File: src/rtl/core/video_dram_bus_interface_macros.svh
// Assertion macros for the video DRAM bus interface.
`ifndef VIDEO_DRAM_BUS_INTERFACE_MACROS_SVH
`define VIDEO_DRAM_BUS_INTERFACE_MACROS_SVH

`ifndef SYNTH
`define VDBI_ASSERT(lbl, clk, rstn, prop, msg) \
    lbl: assert property (@(posedge clk) disable iff (!rstn) prop) else $error(msg);
`define VDBI_ASSERT_RST(lbl, clk, prop, msg) \
    lbl: assert property (@(posedge clk) prop) else $error(msg);
`else
`define VDBI_ASSERT(lbl, clk, rstn, prop, msg)
`define VDBI_ASSERT_RST(lbl, clk, prop, msg)
`endif

`endif

File: src/rtl/core/vdbi_ram.sv
// Generic single-port synchronous RAM with registered read.
module vdbi_ram #(
    parameter int unsigned WIDTH = 8,
    parameter int unsigned DEPTH = 256
) (
    input  logic                     clk,
    input  logic                     en,
    input  logic                     we,
    input  logic [$clog2(DEPTH)-1:0] addr,
    input  logic [WIDTH-1:0]         wdata,
    output logic [WIDTH-1:0]         rdata
);

    logic [WIDTH-1:0] mem [DEPTH];

    always_ff @(posedge clk)
    begin
        if (en)
        begin
            if (we)
                mem[addr] <= wdata;
            else
                rdata <= mem[addr];
        end
    end

endmodule

File: config.mk
export PLATFORM = sky130hd
export DESIGN_NAME = vdbi_ram
export DESIGN_NICKNAME = d
export VERILOG_FILES = /design/src/rtl/core/video_dram_bus_interface_macros.svh /design/src/rtl/core/vdbi_ram.sv
export SDC_FILE = /design/constraint.sdc
export NUM_CORES = 2
export LEC_CHECK = 0
export BUFFER_PORTS_ARGS = -buffer_cell sky130_fd_sc_hd__buf_2
export CELL_PAD_IN_SITES_DETAIL_PLACEMENT = 0
export CELL_PAD_IN_SITES_GLOBAL_PLACEMENT = 2
export CORE_ASPECT_RATIO = 0.7
export CORE_MARGIN = 2
export CORE_UTILIZATION = 45
export CTS_CLUSTER_SIZE = 8
export DETAILED_ROUTE_END_ITERATION = 10
export PLACE_DENSITY_LB_ADDON = 0.1
export SLEW_MARGIN = 15
export SYNTH_ARGS = -nofsm -noshare
export SYNTH_HDL_FRONTEND = slang
export SYNTH_SLANG_ARGS = --single-unit
File: constraint.sdc
create_clock -name clk -period 3.2 [get_ports clk]
set_input_delay 0.16 -clock clk [delete_from_list [all_inputs] [get_ports clk]]
set_output_delay 0.16 -clock clk [all_outputs]
set_load 0.01 [all_outputs]
==> results_dict.tcl <==
set metrics [dict create \
    nFillCells 13035 \
    die-area_um2 178000 \
    overflow 0 \
    dp_slack_ns -0.331 \
    internal_power_mw 47.9 \
    synth_fp_nets 3545 \
    fin_nets 4175 \
    fin_crit_ns 3.01 \
    cts_tree "done" \
    ys_ff_latch 2056 \
    yosys.area_share.xor_xnor_pct 0 \
    gp_congestion 0.819 \
    clk_pin_slew_ns 0.05 \
    path_cells "mux4_2 > a22oi_1 > a21oi_1 > o41ai_1 > buf_4 > nand4_1" \
    crit_fanout 1 \
    synth_top_family_by_area "multiplexers" \
    hp-start "wdata[2]" \
    setup_viol 0 \
    ir_drop_uv 452 \
    final_core_util_pct 53.7 \
    crit_path_end "rdata[4]" \
    ys_seq_area_share_pct 78.8 \
    grt_pass1_vias 40782 \
    syn2layout_area_growth_pct 18.9 \
    start_util_pct 45.2 \
    yosysWarningCount 0 \
    yosysTopAreaCellShare_pct 78.8 \
    start_kind "register" \
    power.total_mw 60.1 \
    core_um2 173000 \
    rsz0062_at_grt "false" \
    crit_required_ns 3.80 \
    synth-simple-area-share_pct 1.61 \
    rrSetupSlack_ns 0.19 \
    tightest_slew_ns 1.12 \
    p_sw_share_pct 20.3 \
    grt_start_max_net_pins 125 \
    die_x_um 503 \
    finalMaxSlewViolations 0 \
    reg2regPathDepth 6 \
    syn_area_per_cell_um2 22.2 \
    post-route-period-util_pct 94.1 \
    synth_cell_types 21 \
    seqPwrFrac_pct 49.5 \
    path_depth 6 \
    finalWirelength_mm 214 \
    via_per_inst 6.05 \
    min_path_type "in2reg" \
    p_leak_nw 29.6 \
    p_comb_share_pct 4.5 \
    synth_compound_area_share_pct 3.63 \
    postCtsSetupBuffers 0 \
    slew_headroom_pct 25.3 \
    drive_above_1_share_pct 33.4 \
    critPathArrivalTime_ns 3.61 \
    die_y_um 353 \
    io_buffers 26 \
    p_per_area_nw_per_um2 644 \
    worstSetupPathType "reg2reg" \
    synthMuxAreaShare_pct 14.7 \
    critPathTopFamily "compound AO/OA/AOI/OAI gates" \
    crit_path_max_incr_delay_ns 0.95 \
    antenna_found_initial 17 \
    grt_use_total_pct 24.3 \
    reg2reg_from "mem[15][4]" \
    yosys-top-cells-area "edfxtp_1 (79%), mux4_2 (15%), a22oi_1 (2.5%)" \
    h-tree-depth 5 \
    clock_skew_ns 0.0688 \
    wl_per_cell_um 32.8 \
    finalHoldViolCount 11 \
    dpl.hpwl_mm 133 \
    synthesis.area_um2 78400 \
    row_count 128 \
    cts_buffers 307 \
    first_pass_iters 6 \
    p_clk_share_pct 46.0 \
    clk_latency_ns 0.89 \
    drc 0 \
    grt_first_pass_wirelength_mm 302 \
    vias 39366 \
    yosys.area.top_type "edfxtp_1" \
    hold_ws_ns -0.0182 \
    cts_buffer_depth 4 \
    cts.sinks 2056 \
    postSynthCellCount 3526 \
    root_buffer "clkbuf_16" \
    fmax_mhz 332 \
    fin_ws_ns 0.190 \
    io_pins 27 \
    synthAdderAreaFrac_pct 0 \
    cp-end-kind "register" \
    slowest_stage "o41ai_1" \
    p_switching_mw 12.2 \
    violations "hold timing" \
    ant_nets 0 \
    crit_start "mem[15][4]" \
    cap_violations 0 \
    drt_iter0_drc 5049 \
    r2r-end "rdata[4]" \
    path_buf_inv 1 \
    status "finished with violations" \
]
logic make-up after synthesis:
| family | count (synthesis) |
|---|---|
| AND/OR/NAND/NOR | 317 |
| AO/OA/AOI/OAI | 416 |
| multiplexers | 512 |
| flip-flops | 2056 |
| buffers and inverters | 225 |
flip-flops by register name, indices dropped and copies added (netlist names):
signal  flops
mem      2048
rdata       8
power groups by stage:
stage / clock (mW) / combinational, mW / sequential (mW)
floorplan: 0 / 1.27 / 30.2
CTS: 28.2 / 2.73 / 29.8
detailed placement: 0 / 2.71 / 30.3
global placement: 0 / 2.67 / 30.3
global route: 29.3 / 2.85 / 29.7
finish: 27.6 / 2.69 / 29.8
worst reg2reg max path: cells and delay by family, from the launching register on:
kind            cells  cell delay, ns
compound gates      3            1.50
buf+inv             1            0.25
flops               1            0.36
mux                 1            0.51
simple gates        1            0.10
cell type report:
| type | instances | area, um^2 | share of cell area (%) |
|---|---|---|---|
| Sequential cell | 2056 | 61700 | 66.2 |
| Antenna cell | 2 | 5.00 | 0.00537 |
| Multi-Input combinational cell | 1245 | 15700 | 16.8 |
| Timing Repair Buffer | 546 | 4920 | 5.28 |
| Tap cell | 2340 | 2930 | 3.14 |
| Clock inverter | 8 | 120 | 0.129 |
| Clock buffer | 312 | 7810 | 8.38 |
how the worst min path moves through the flow:
stage	endpoint	slack (ns)	depth (start not counted)
global placement	mem[122][6]	0.73	1
finish	mem[66][2]	-0.02	1
floorplan	mem[0][0]	0.26	0
global route	mem[66][2]	0.03	1
detailed placement	mem[123][6]	0.77	1
CTS	mem[66][2]	0.03	1
cells in the mapped netlist:
master and number:
nand3_1 4, nor2b_1 7, nand2_1 30, mux4_2 512, nand2b_1 2, a22oi_1 256, and2_1 2, buf_6 9
nor3b_1 2, a21oi_1 128, buf_1 21, or2_2 1, nor3_1 1, clkbuf_1 143, edfxtp_1 2056, and4_1 1
o41ai_1 32, buf_4 11, buf_2 41, nand4_1 8, nor2_1 259
per-stage QoR:
step / cell area (um^2) / instances / setup TNS, ns
after floorplan: 78400 / 3526 / 0
after global placement: 85200 / 6178 / -1.08
after detailed placement: 85200 / 6178 / -0.990
after CTS: 93200 / 6507 / 0
after global routing: 93200 / 6508 / 0
final: 93200 / 6509 / 0
what timing repair did:
action                                  4_1_cts  5_1_grt
endpoints found under the setup margin        0        0
hold buffers                                  9        0
resized for setup                             0        0
hold endpoints to repair                    295        0
cells in the final DEF, fill, tap and decap left out, types with 8 or more instances in the layout:
cell type         n
clkbuf_16       312
buf_2            16
mux4_2          512
nand4_1           8
nand2_2          16
nor2_1          258
buf_12           62
a21oi_1         128
buf_4           449
nand2_1          14
a22oi_1         256
dlygate4sd3_1     9
edfxtp_1       2056
o41ai_1          32
per-layer routing:
metal	part of all wire, %	up-vias	track usage [%]
li1	-	16163	-
met4	2.7	4	6.74
met3	9.6	371	7.61
met1	43	21118	35.4
met2	45	1710	35.4
met5	0.0094	-	0
No activity file was read; power rests on OpenSTA's default activity.
