File: config.mk
export PLATFORM = sky130hd
export DESIGN_NAME = vdbi_seq
export DESIGN_NICKNAME = d
export VERILOG_FILES = /design/src/rtl/core/video_dram_bus_interface_macros.svh /design/src/rtl/core/vdbi_pkg.sv /design/src/rtl/core/vdbi_seq.sv
export SDC_FILE = /design/constraint.sdc
export NUM_CORES = 1
export LEC_CHECK = 0
export ABC_CLOCK_PERIOD_IN_PS = 2950
export BUFFER_PORTS_ARGS = -buffer_cell sky130_fd_sc_hd__buf_2
export CAP_MARGIN = 30
export CORE_UTILIZATION = 55
export CTS_CLUSTER_SIZE = 28
export DETAILED_ROUTE_END_ITERATION = 12
export GPL_TIMING_DRIVEN = 0
export PLACE_DENSITY = 0.77
export SYNTH_ARGS = -nofsm -noshare
export SYNTH_HDL_FRONTEND = slang
export SYNTH_SLANG_ARGS = --single-unit
File: constraint.sdc
create_clock -name clk -period 2.95 [get_ports clk]
set_input_delay 0.1475 -clock clk [delete_from_list [all_inputs] [get_ports clk]]
set_output_delay 0.1475 -clock clk [all_outputs]
set_load 0.01 [all_outputs]
File: src/rtl/core/video_dram_bus_interface_macros.svh
// Assertion macros for the video DRAM bus interface.
`ifndef VIDEO_DRAM_BUS_INTERFACE_MACROS_SVH
`define VIDEO_DRAM_BUS_INTERFACE_MACROS_SVH

`ifndef SYNTH
`define VDBI_ASSERT(lbl, clk, rstn, prop, msg) \
    lbl: assert property (@(posedge clk) disable iff (!rstn) prop) else $error(msg);
`define VDBI_ASSERT_RST(lbl, clk, prop, msg) \
    lbl: assert property (@(posedge clk) prop) else $error(msg);
`else
`define VDBI_ASSERT(lbl, clk, rstn, prop, msg)
`define VDBI_ASSERT_RST(lbl, clk, prop, msg)
`endif

`endif

File: src/rtl/core/vdbi_pkg.sv
// Types and constants shared by the video DRAM bus interface modules.
package vdbi_pkg;

    localparam int unsigned STORE_DEPTH = 32'h004F_FFE0;
    localparam int unsigned STORE_AW    = 23;
    localparam int unsigned REG_COUNT   = 32;
    localparam int unsigned REG_AW      = 5;
    localparam int unsigned REG_W       = 16;

    localparam logic [24:0] STORE_END   = 25'h04F_FFE0;
    localparam logic [23:0] MEM_TOP     = 24'h4F_FFDF;
    localparam logic [23:0] REG_BASE    = 24'h4F_FFE0;
    localparam logic [23:0] REG_TOP     = 24'h4F_FFFF;
    localparam logic [23:0] STATUS_ADDR = 24'h4F_FFE1;

    localparam logic [REG_AW-1:0] STATUS_INDEX = 5'd1;
    localparam logic [REG_W-1:0]  STATUS_MASK  = 16'h00FE;
    localparam logic [REG_W-1:0]  BYTE_MASK    = 16'h00FF;
    localparam logic [2:0]        COUNT_MAX    = 3'd7;

    localparam logic CMD_READ  = 1'b0;
    localparam logic CMD_WRITE = 1'b1;

    localparam logic [1:0] SIZE_BYTE = 2'd0;
    localparam logic [1:0] SIZE_WORD = 2'd1;
    localparam logic [1:0] SIZE_LONG = 2'd2;

    typedef struct packed {
        logic                en;
        logic                we;
        logic [STORE_AW-1:0] addr;
        logic [7:0]          wdata;
    } store_req_t;

    typedef struct packed {
        logic              en;
        logic              we;
        logic [REG_AW-1:0] addr;
        logic [REG_W-1:0]  wdata;
    } reg_req_t;

endpackage

File: src/rtl/core/vdbi_seq.sv
// Access sequencer: decodes a bus beat and steps it through the store and register RAMs.
module vdbi_seq #(
    parameter int unsigned BOOT_READS = 4,
    parameter int unsigned ROM_OFFSET = 4194304
) (
    input  logic                    clk,
    input  logic                    rst_n,
    input  logic                    in_valid,
    output logic                    in_stall,
    input  logic                    cmd,
    input  logic [1:0]              access_size,
    input  logic [23:0]             address,
    input  logic [31:0]             write_data,
    input  logic                    trigger,
    output logic                    out_valid,
    input  logic                    out_stall,
    output logic [31:0]             read_data,
    output logic                    in_range,
    output vdbi_pkg::store_req_t    st_req,
    input  logic [7:0]              st_rdata,
    output vdbi_pkg::reg_req_t      rg_req,
    input  logic [vdbi_pkg::REG_W-1:0] rg_rdata
);

    import vdbi_pkg::*;

    typedef enum logic [2:0] {
        S_IDLE,
        S_MEM,
        S_REG_RD,
        S_DONE
    } state_t;

    state_t               state_reg, state_next;
    logic [2:0]           cnt_reg, cnt_next;
    logic [24:0]          addr_reg, addr_next;
    logic [2:0]           left_reg, left_next;
    logic                 wr_reg, wr_next;
    logic [31:0]          wbuf_reg, wbuf_next;
    logic [31:0]          data_reg, data_next;
    logic                 hit_reg, hit_next;
    logic                 pend_reg, pend_next;
    logic                 pend_ok_reg, pend_ok_next;
    logic                 stclr_reg, stclr_next;
    logic                 byte_rd_reg, byte_rd_next;
    logic                 rg_ok_reg, rg_ok_next;
    logic [REG_COUNT-1:0] vld_reg, vld_next;
    logic                 out_valid_reg, out_valid_next;
    logic [31:0]          read_data_reg, read_data_next;
    logic                 in_range_reg, in_range_next;

    logic                 accept;
    logic [2:0]           nbytes;
    logic                 boot;
    logic [24:0]          rom_base;
    logic                 mem_hit;
    logic                 reg_hit;
    logic [REG_AW-1:0]    ridx;
    logic [3:0]           csum;
    logic                 lane_ok;
    logic [REG_W-1:0]     rval;

    assign accept   = in_valid && (state_reg == S_IDLE);
    assign in_stall = (state_reg != S_IDLE);

    assign nbytes   = (access_size == SIZE_BYTE) ? 3'd1 :
                      (access_size == SIZE_WORD) ? 3'd2 : 3'd4;
    assign boot     = (cmd == CMD_READ) && (access_size != SIZE_BYTE)
                      && (cnt_reg < 3'(BOOT_READS));
    assign rom_base = {1'b0, address} + 25'(ROM_OFFSET);
    assign mem_hit  = (address <= MEM_TOP);
    assign reg_hit  = !mem_hit && (address <= REG_TOP);
    assign ridx     = REG_AW'(address - REG_BASE);
    assign csum     = {1'b0, cnt_reg} + ((access_size == SIZE_WORD) ? 4'd1 : 4'd2);
    assign lane_ok  = (addr_reg < STORE_END);
    assign rval     = rg_ok_reg ? rg_rdata : '0;

    always_comb
    begin
        state_next     = state_reg;
        cnt_next       = cnt_reg;
        addr_next      = addr_reg;
        left_next      = left_reg;
        wr_next        = wr_reg;
        wbuf_next      = wbuf_reg;
        data_next      = data_reg;
        hit_next       = hit_reg;
        pend_next      = 1'b0;
        pend_ok_next   = pend_ok_reg;
        stclr_next     = stclr_reg;
        byte_rd_next   = byte_rd_reg;
        rg_ok_next     = rg_ok_reg;
        vld_next       = vld_reg;
        out_valid_next = out_valid_reg && out_stall;
        read_data_next = read_data_reg;
        in_range_next  = in_range_reg;
        st_req         = '0;
        rg_req         = '0;

        unique case (state_reg)
            S_IDLE:
            begin
                if (accept)
                begin
                    data_next = '0;
                    left_next = nbytes;
                    unique case (access_size)
                        SIZE_BYTE: wbuf_next = {write_data[7:0], 24'h0};
                        SIZE_WORD: wbuf_next = {write_data[15:0], 16'h0};
                        default:   wbuf_next = write_data;
                    endcase
                    if (boot)
                    begin
                        addr_next  = rom_base;
                        wr_next    = CMD_READ;
                        hit_next   = (rom_base < STORE_END);
                        cnt_next   = (csum > {1'b0, COUNT_MAX}) ? COUNT_MAX : csum[2:0];
                        state_next = S_MEM;
                    end
                    else if (mem_hit)
                    begin
                        addr_next  = {1'b0, address};
                        wr_next    = cmd;
                        hit_next   = 1'b1;
                        state_next = S_MEM;
                    end
                    else if (reg_hit)
                    begin
                        hit_next    = 1'b1;
                        rg_req.en   = 1'b1;
                        rg_req.addr = ridx;
                        if (cmd == CMD_WRITE)
                        begin
                            rg_req.we      = 1'b1;
                            rg_req.wdata   = (access_size == SIZE_BYTE)
                                             ? (write_data[REG_W-1:0] & BYTE_MASK)
                                             : write_data[REG_W-1:0];
                            vld_next[ridx] = 1'b1;
                            state_next     = S_DONE;
                        end
                        else
                        begin
                            rg_ok_next   = vld_reg[ridx];
                            byte_rd_next = (access_size == SIZE_BYTE);
                            // triggered byte read of the status register clears its ready bit
                            stclr_next   = (access_size == SIZE_BYTE) && trigger
                                           && (address == STATUS_ADDR);
                            state_next   = S_REG_RD;
                        end
                    end
                    else
                    begin
                        hit_next   = 1'b0;
                        state_next = S_DONE;
                    end
                end
            end

            S_MEM:
            begin
                // issue one byte a cycle; read data lands in the cycle after its issue
                if (left_reg != 3'd0)
                begin
                    st_req.en    = lane_ok;
                    st_req.we    = wr_reg;
                    st_req.addr  = addr_reg[STORE_AW-1:0];
                    st_req.wdata = wbuf_reg[31:24];
                    wbuf_next    = {wbuf_reg[23:0], 8'h0};
                    addr_next    = addr_reg + 25'd1;
                    left_next    = left_reg - 3'd1;
                    pend_next    = (wr_reg == CMD_READ);
                    pend_ok_next = lane_ok;
                end
                else
                begin
                    state_next = S_DONE;
                end
                if (pend_reg)
                    data_next = {data_reg[23:0], pend_ok_reg ? st_rdata : 8'h00};
            end

            S_REG_RD:
            begin
                data_next = byte_rd_reg ? {24'h0, rval[7:0]} : {16'h0, rval};
                if (stclr_reg)
                begin
                    rg_req.en              = 1'b1;
                    rg_req.we              = 1'b1;
                    rg_req.addr            = STATUS_INDEX;
                    rg_req.wdata           = rval & STATUS_MASK;
                    vld_next[STATUS_INDEX] = 1'b1;
                end
                state_next = S_DONE;
            end

            S_DONE:
            begin
                if (!out_valid_reg || !out_stall)
                begin
                    out_valid_next = 1'b1;
                    read_data_next = data_reg;
                    in_range_next  = hit_reg;
                    state_next     = S_IDLE;
                end
            end

            default:
            begin
                state_next = S_IDLE;
            end
        endcase
    end

    always_ff @(posedge clk or negedge rst_n)
    begin
        if (!rst_n)
        begin
            state_reg     <= S_IDLE;
            cnt_reg       <= '0;
            addr_reg      <= '0;
            left_reg      <= '0;
            wr_reg        <= CMD_READ;
            wbuf_reg      <= '0;
            data_reg      <= '0;
            hit_reg       <= 1'b0;
            pend_reg      <= 1'b0;
            pend_ok_reg   <= 1'b0;
            stclr_reg     <= 1'b0;
            byte_rd_reg   <= 1'b0;
            rg_ok_reg     <= 1'b0;
            vld_reg       <= '0;
            out_valid_reg <= 1'b0;
            read_data_reg <= '0;
            in_range_reg  <= 1'b0;
        end
        else
        begin
            state_reg     <= state_next;
            cnt_reg       <= cnt_next;
            addr_reg      <= addr_next;
            left_reg      <= left_next;
            wr_reg        <= wr_next;
            wbuf_reg      <= wbuf_next;
            data_reg      <= data_next;
            hit_reg       <= hit_next;
            pend_reg      <= pend_next;
            pend_ok_reg   <= pend_ok_next;
            stclr_reg     <= stclr_next;
            byte_rd_reg   <= byte_rd_next;
            rg_ok_reg     <= rg_ok_next;
            vld_reg       <= vld_next;
            out_valid_reg <= out_valid_next;
            read_data_reg <= read_data_next;
            in_range_reg  <= in_range_next;
        end
    end

    assign out_valid = out_valid_reg;
    assign read_data = read_data_reg;
    assign in_range  = in_range_reg;

endmodule

==> reports/metrics.cfg, run 1 <==
[drt]
wl_per_cell_um = 18.9
drtAntennaViolNets = 0
post-route-drc-count = 0
via_count = 8059
drt-initial-drc-count = 667
routed_wl_um = 25200
dr.pass1.iters = 7
vias_per_cell = 6.05

[critical_path]
critPathKind = flop to flop
critPathSlowestCell = o211ai_1
required_ns = 3.29
crit_top_cell = clkbuf_1
crit_arrival_ns = 3.06
path_max_fanout = 10
start_kind = flop
endpoint_kind = flop
cp_cell_sequence = inv_1 -> ha_1 -> nand2b_1 -> o211ai_1 -> clkbuf_1 -> clkbuf_1 -> nand2_1 -> o21ai_0
critical-path-max-stage-delay_ns = 0.75

[floorplanning]
core.rowCount = 45
core_mm2 = 0.0154
start_util_pct = 57.0
chipHeight_um = 128
die_area_mm2 = 0.0164
io_pins = 179
die_x_um = 128

[layout]
final_core_util_pct = 69.5
area_growth_pct = 21.8
drive_above_1_share_pct = 25.2
nets = 1208
n_antenna_cell = 0
final_cells = 1332

[grt]
grt_max_degree = 98
grt_pass1_vias = 7678
grt_usage_pct = 31.5
grt_pass1_wl_um = 39500
grt.overflow.total = 0
antenna_found_initial = 1

[timing]
hold_ws_ns = 0.0143
period_needed_ns = 2.72
finClkSkew_ns = 0.0121
max_slew.worst_pin.slew_ns = 1.11
finalHoldViolCount = 0
period_share_pct = 92.3
rsz0062_at_grt = no
fmax_ghz = 0.367
tns_ns = 0
final-max-slew-violation-count = 0
slew_headroom_pct = 25.7
setup_viol = 0

[clock_tree]
h-tree-depth = 4
clock_latency_ns = 0.44
cts_tree = yes
clkSinkCount = 170
cts.reportedPaths.clkPinSlew_ns = 0.07
cts_root_buf = clkbuf_16
cts_buffers = 17
clk_path_buf_depth = 2

[placed_design]
port_buffers = 176
gp_congestion = 0.908
place_hpwl_um = 18000
placedCellCount = 1286

[synth]
yosysWarnings = 0
synthArstFlopShare_pct = 100
yosys.area.top_type_share_pct = 48.6
synth_top_area_cell = dfrtp_1
syn_area_mm2 = 0.00876
yosysMostFrequentCell = dfrtp_1
synthFlopType = dfrtp_1
synth_cells = 898
ys_types = 67
ys_ff_latch = 170
syn_nets = 998
synth_edf_count = 0
synth_area_per_cell_um2 = 9.76
ys_top_cells_by_count = 170 x dfrtp_1, 145 x nand2_1, 78 x o21ai_0
synth.area.top_cells = dfrtp_1 49%, nand2_1 6.2%, mux2_2 4.9%, o21ai_0 4.5%, and3_1 2.9%
yosysSeqAreaShare_pct = 48.6

[outcome]
status = finished clean

[flow_run]
max_cap_violations = 0

[power_and_ir_drop]
p_seq_share_pct = 35.5
finalPower_w = 0.00917
intPower_w = 0.00523
power.static_leakage_nw = 5.19
power_density_mw_per_mm2 = 859
switchingPower_w = 0.00394
power.share.combinational_pct = 41.1
p_sw_share_pct = 43.0
clkPwrFrac_pct = 23.4
ir_drop_v = 0.000590

[worst_hold_path]
holdCritPathClass = primary input to flop

==> worst max-delay path: cells and delay by family, from the launching register on <==
kind                     cells  cell delay [ns]
flip-flops                   1             0.38
AND/OR/NAND/NOR              2             0.30
buffers and inverters        3             0.95
AO/OA/AOI/OAI                2             0.84
adder cells (fa/ha/maj)      1             0.17
==> cells in the final DEF (no fill, tap or decap), types with 10 or more instances in the layout <==
master / instances
a21oi_1: 28
a221o_1: 10
a22oi_1: 24
a32oi_1: 10
and2_1: 16
and3_1: 40
buf_2: 180
clkbuf_1: 45
clkbuf_16: 17
dfrtp_1: 170
dlygate4sd3_1: 14
ha_1: 11
inv_1: 20
mux2_2: 38
nand2_1: 145
nand3_1: 35
nand4_1: 13
nor2_1: 37
o21ai_0: 78
o21bai_1: 31
o31ai_1: 10
or4_1: 14
==> area by class of cell <==
type / count / area, um2
plain buffers: 60 / 256
clock buffers: 19 / 453
well taps: 211 / 264
inverters: 21 / 78.8
flip-flops and latches: 170 / 4250
clock inverters: 13 / 113
multi-input cells: 647 / 4200
repair buffers: 191 / 1060
fillers: 1227 / 4700
==> cells by family after synthesis <==
kind of cell	count (synthesis)	synth area share, %
adder cells (fa/ha/maj)	12	1.80
flip-flops	170	48.6
buffers and inverters	81	3.78
AND/OR/NAND/NOR	342	19.6
multiplexers	55	7.97
AO/OA/AOI/OAI	238	18.3
==> power groups by stage <==
stage	clock, W	combinational, W	sequential [W]
floorplan	0	0.00246	0.00316
global placement	0	0.00359	0.00326
detailed placement	0	0.00366	0.00327
CTS	0.00215	0.00370	0.00324
global route	0.00225	0.00412	0.00331
finish	0.00214	0.00377	0.00326
==> final timing paths <==
check	from	to	slack, ns	depth (start not counted)
setup / recovery	left_reg[0]$_DFFE_PN0P_	wbuf_reg[25]$_DFFE_PN0P_	0.23	8
hold / removal	write_data[5]	wbuf_reg[5]$_DFFE_PN0P_	0.01	3
setup reg to reg	left_reg[0]$_DFFE_PN0P_	wbuf_reg[25]$_DFFE_PN0P_	0.23	8
hold reg to reg	vld_reg[22]$_DFFE_PN0P_	vld_reg[22]$_DFFE_PN0P_	0.47	1
max in group asynchronous	rst_n	vld_reg[8]$_DFFE_PN0P_	1.77	3
min in group asynchronous	rst_n	wbuf_reg[29]$_DFFE_PN0P_	0.34	2
==> repair_timing <==
item / in CTS / in global routing
pin swaps: 0 / 1
buffers inserted: 0 / 0
gates cloned: 0 / 0
endpoints found under the hold margin: 109 / 0
setup endpoints to repair: 33 / 43
hold buffers: 14 / 0
gates resized for setup: 4 / 4
==> stage by stage <==
| step | instance area, um2 | worst slack (ns) |
|---|---|---|
| 2_1_floorplan | 8760 | 0.791 |
| 3_3_place_gp | 9910 | -0.954 |
| 3_5_place_dp | 9940 | 0.127 |
| 4_1_cts | 10700 | 0.0585 |
| 5_1_grt | 10700 | 0.00964 |
| 6_report | 10700 | 0.228 |
==> routing by layer <==
metal	wire [um]	track usage (%)	vias to the layer above
met5	0	0	-
met4	701	12.2	0
met3	1890	6.93	51
met2	11500	50.0	384
met1	11100	42.4	3922
li1	-	-	3702
Power figures use the tool's default switching activity.
==> run 2, diff against run 1 <==
--- a/config.mk
+++ b/config.mk
@@ -6,12 +6,11 @@
 export NUM_CORES = 1
 export LEC_CHECK = 0
 export ABC_CLOCK_PERIOD_IN_PS = 2950
-export BUFFER_PORTS_ARGS = -buffer_cell sky130_fd_sc_hd__buf_2
+export BUFFER_PORTS_ARGS = -buffer_cell sky130_fd_sc_hd__buf_4
 export CAP_MARGIN = 30
 export CORE_UTILIZATION = 55
 export CTS_CLUSTER_SIZE = 28
 export DETAILED_ROUTE_END_ITERATION = 12
-export GPL_TIMING_DRIVEN = 0
 export PLACE_DENSITY = 0.77
 export SYNTH_ARGS = -nofsm -noshare
 export SYNTH_HDL_FRONTEND = slang
==> run 2 against run 1 <==
Against the previous run:
- non-clock buffer count decreased by 33
- clock-buffer cell count unchanged
- fmax decreased by 5.0%
- die area unchanged
==> reports/metrics.cfg, run 2 (synthesized netlist as in run 1, its figures left out) <==
[critical_path]
path_max_fanout = 9  ; -1
rrSetupSlack_ns = 0.27  ; +0.04 ns
rr_endpoint = addr_reg[17]$_DFFE_PN0P_
endpoint_kind = output pin
r2r_cells = 10  ; +2
crit_arrival_ns = 2.72  ; -0.34 ns
critPathKind = primary input to output pin
r2r-start = state_reg[1]$_DFFE_PN0P_
required_ns = 2.80  ; -0.49 ns
start_kind = primary input

[layout]
final_cells = 1299  ; -2.5%
n_antenna_cell = 0  ; unchanged
area_growth_pct = 27.6
layout_common_cells = 197 x buf_4, 170 x dfrtp_1, 145 x nand2_1
final_area_mm2 = 0.0112  ; +4.7%
final_core_util_pct = 72.7  ; +3.3 points
drive_above_1_share_pct = 27.2  ; +2.0 points
nets = 1175  ; -2.7%
final_common_cell = buf_4

[drt]
drt-initial-drc-count = 587  ; -12%
dr.pass1.iters = 5  ; -2
via_count = 7726  ; -4.1%
wl_per_cell_um = 18.4  ; -2.7%
vias_per_cell = 5.95  ; -1.7%
drtAntennaViolNets = 0  ; unchanged
routed_wl_um = 24000  ; -5.1%
post-route-drc-count = 0  ; unchanged

[grt]
grt_max_degree = 80  ; -18%
grt.overflow.total = 0  ; unchanged
grt_pass1_wl_um = 38800  ; -1.9%
antenna_found_initial = 0  ; -1
grt_usage_pct = 30.4  ; -1.1 points
grt_pass1_vias = 7373  ; -4.0%

[timing]
rsz0062_at_grt = no
tns_ns = 0  ; unchanged
final-max-slew-violation-count = 0  ; unchanged
setup_viol = 0  ; unchanged
max_slew.worst_pin.slew_ns = 0.751  ; -0.360 ns
finClkSkew_ns = 0.00934  ; -0.00272 ns
finalWorstSetupSlack_ns = 0.0842  ; -0.144 ns
period_share_pct = 97.1  ; +4.9 points
slew_headroom_pct = 49.9  ; +24 points
period_needed_ns = 2.87  ; +0.144 ns
finalHoldViolCount = 0  ; unchanged
fmax_ghz = 0.349  ; -5.0%

[placed_design]
placed_cell_area_mm2 = 0.0103  ; +3.9%
placedCellCount = 1249  ; -2.9%
place_hpwl_um = 16000  ; -11%
pre_cts_slack_ns = 0.395  ; +0.267 ns
gp_congestion = 0.928  ; +2.2%
port_buffers = 178  ; +1.1%

[clock_tree]
cts.reportedPaths.clkPinSlew_ns = 0.07  ; about the same
clkSinkCount = 170  ; unchanged
clk_path_buf_depth = 2  ; unchanged
h-tree-depth = 4  ; unchanged
cts_root_buf = clkbuf_16
clock_latency_ns = 0.43  ; about the same
cts_buffers = 17  ; unchanged
cts_tree = yes

[flow_run]
max_cap_violations = 0  ; unchanged

[power_and_ir_drop]
p_seq_share_pct = 34.9  ; -0.6 points
switchingPower_w = 0.00364  ; -7.7%
power.static_leakage_nw = 5.32  ; +2.5%
power_density_mw_per_mm2 = 837  ; -2.5%
p_sw_share_pct = 38.9  ; -4.1 points
intPower_w = 0.00572  ; +9.4%
ir_drop_v = 0.000564  ; -4.5%
clkPwrFrac_pct = 26.6  ; +3.2 points
power.share.combinational_pct = 38.5  ; -2.6 points

[worst_hold_path]
worstHoldPathCells = 3  ; unchanged
min_to = wbuf_reg[5]$_DFFE_PN0P_
holdCritPathClass = primary input to flop
holdCritStartpoint = write_data[5]

[floorplanning]
chipHeight_um = 128  ; unchanged
io_pins = 179  ; unchanged
core_mm2 = 0.0154  ; unchanged
die_area_mm2 = 0.0164  ; unchanged
start_util_pct = 57.0  ; unchanged
die_x_um = 128  ; unchanged
core.rowCount = 45  ; unchanged

[outcome]
status = finished clean

-- run 2: changes by cell type in the layout (fill, tap and decap cells not counted), moves of 2 or more --
| cell | delta |
|---|---|
| clkinv_4 | -6 |
| buf_2 | -180 |
| dlygate4sd3_1 | +3 |
| clkbuf_1 | -44 |
| clkbuf_2 | -2 |
| buf_1 | -4 |
| buf_4 | +195 |
| inv_8 | -2 |
| inv_6 | +2 |
| buf_12 | +2 |
| bufinv_16 | +5 |
-- run 2: worst max path at each step --
stage	start	end	depth (start not counted)
finish	address[19]	rg_req[3]	9
global route	address[18]	rg_req[3]	9
CTS	address[19]	rg_req[3]	9
detailed placement	address[23]	vld_reg[20]$_DFFE_PN0P_	9
global placement	address[23]	vld_reg[24]$_DFFE_PN0P_	9
floorplan	state_reg[0]$_DFFE_PN0P_	addr_reg[2]$_DFFE_PN0P_	10
-- run 2: critical path, cell delays in order --
cell,delay [ns]
dlygate4sd3_1,0.53
buf_4,0.11
nand4_1,0.18
nor4_4,0.42
o2111ai_2,0.31
nor3_4,0.38
buf_4,0.25
a22o_1,0.23
buf_4,0.15
-- run 2: power groups by stage --
stage	clock network [W]	logic, W	registers [W]
after floorplan	0	0.00246	0.00316
after global placement	0	0.00344	0.00327
after detailed placement	0	0.00352	0.00328
after CTS	0.00251	0.00358	0.00325
after global routing	0.00261	0.00399	0.00334
final	0.00249	0.00360	0.00327
-- run 2: metal layers --
metal	track usage [%]	vias to the layer above	share of wire (%)
met5	0	-	0
met1	41.7	3720	44
met4	10.1	0	1.9
li1	-	3627	-
met2	48.9	344	48
met3	5.63	35	6.8
-- run 2: cell type report --
type | count | area, um2
Timing Repair Buffer | 218 | 1710
Inverter | 21 | 78.8
Clock buffer | 19 | 443
Sequential cell | 170 | 4250
Fill cell | 1185 | 4190
Clock inverter | 13 | 213
Multi-Input combinational cell | 647 | 4210
Tap cell | 211 | 264
-- run 2: what timing repair did --
action	in CTS	in global routing
resized for setup	0	2
endpoints found under the setup margin	0	9
setup buffers	0	1
hold buffers	17	0
hold endpoints to repair	91	0
-- run 2: stage by stage --
stage               total power [W]  hold slack [ns]
floorplan                   0.00562           -0.148
global placement            0.00670            0.237
detailed placement          0.00681            0.238
CTS                         0.00935          0.00502
global route                0.00994           0.0262
finish                      0.00936           0.0174
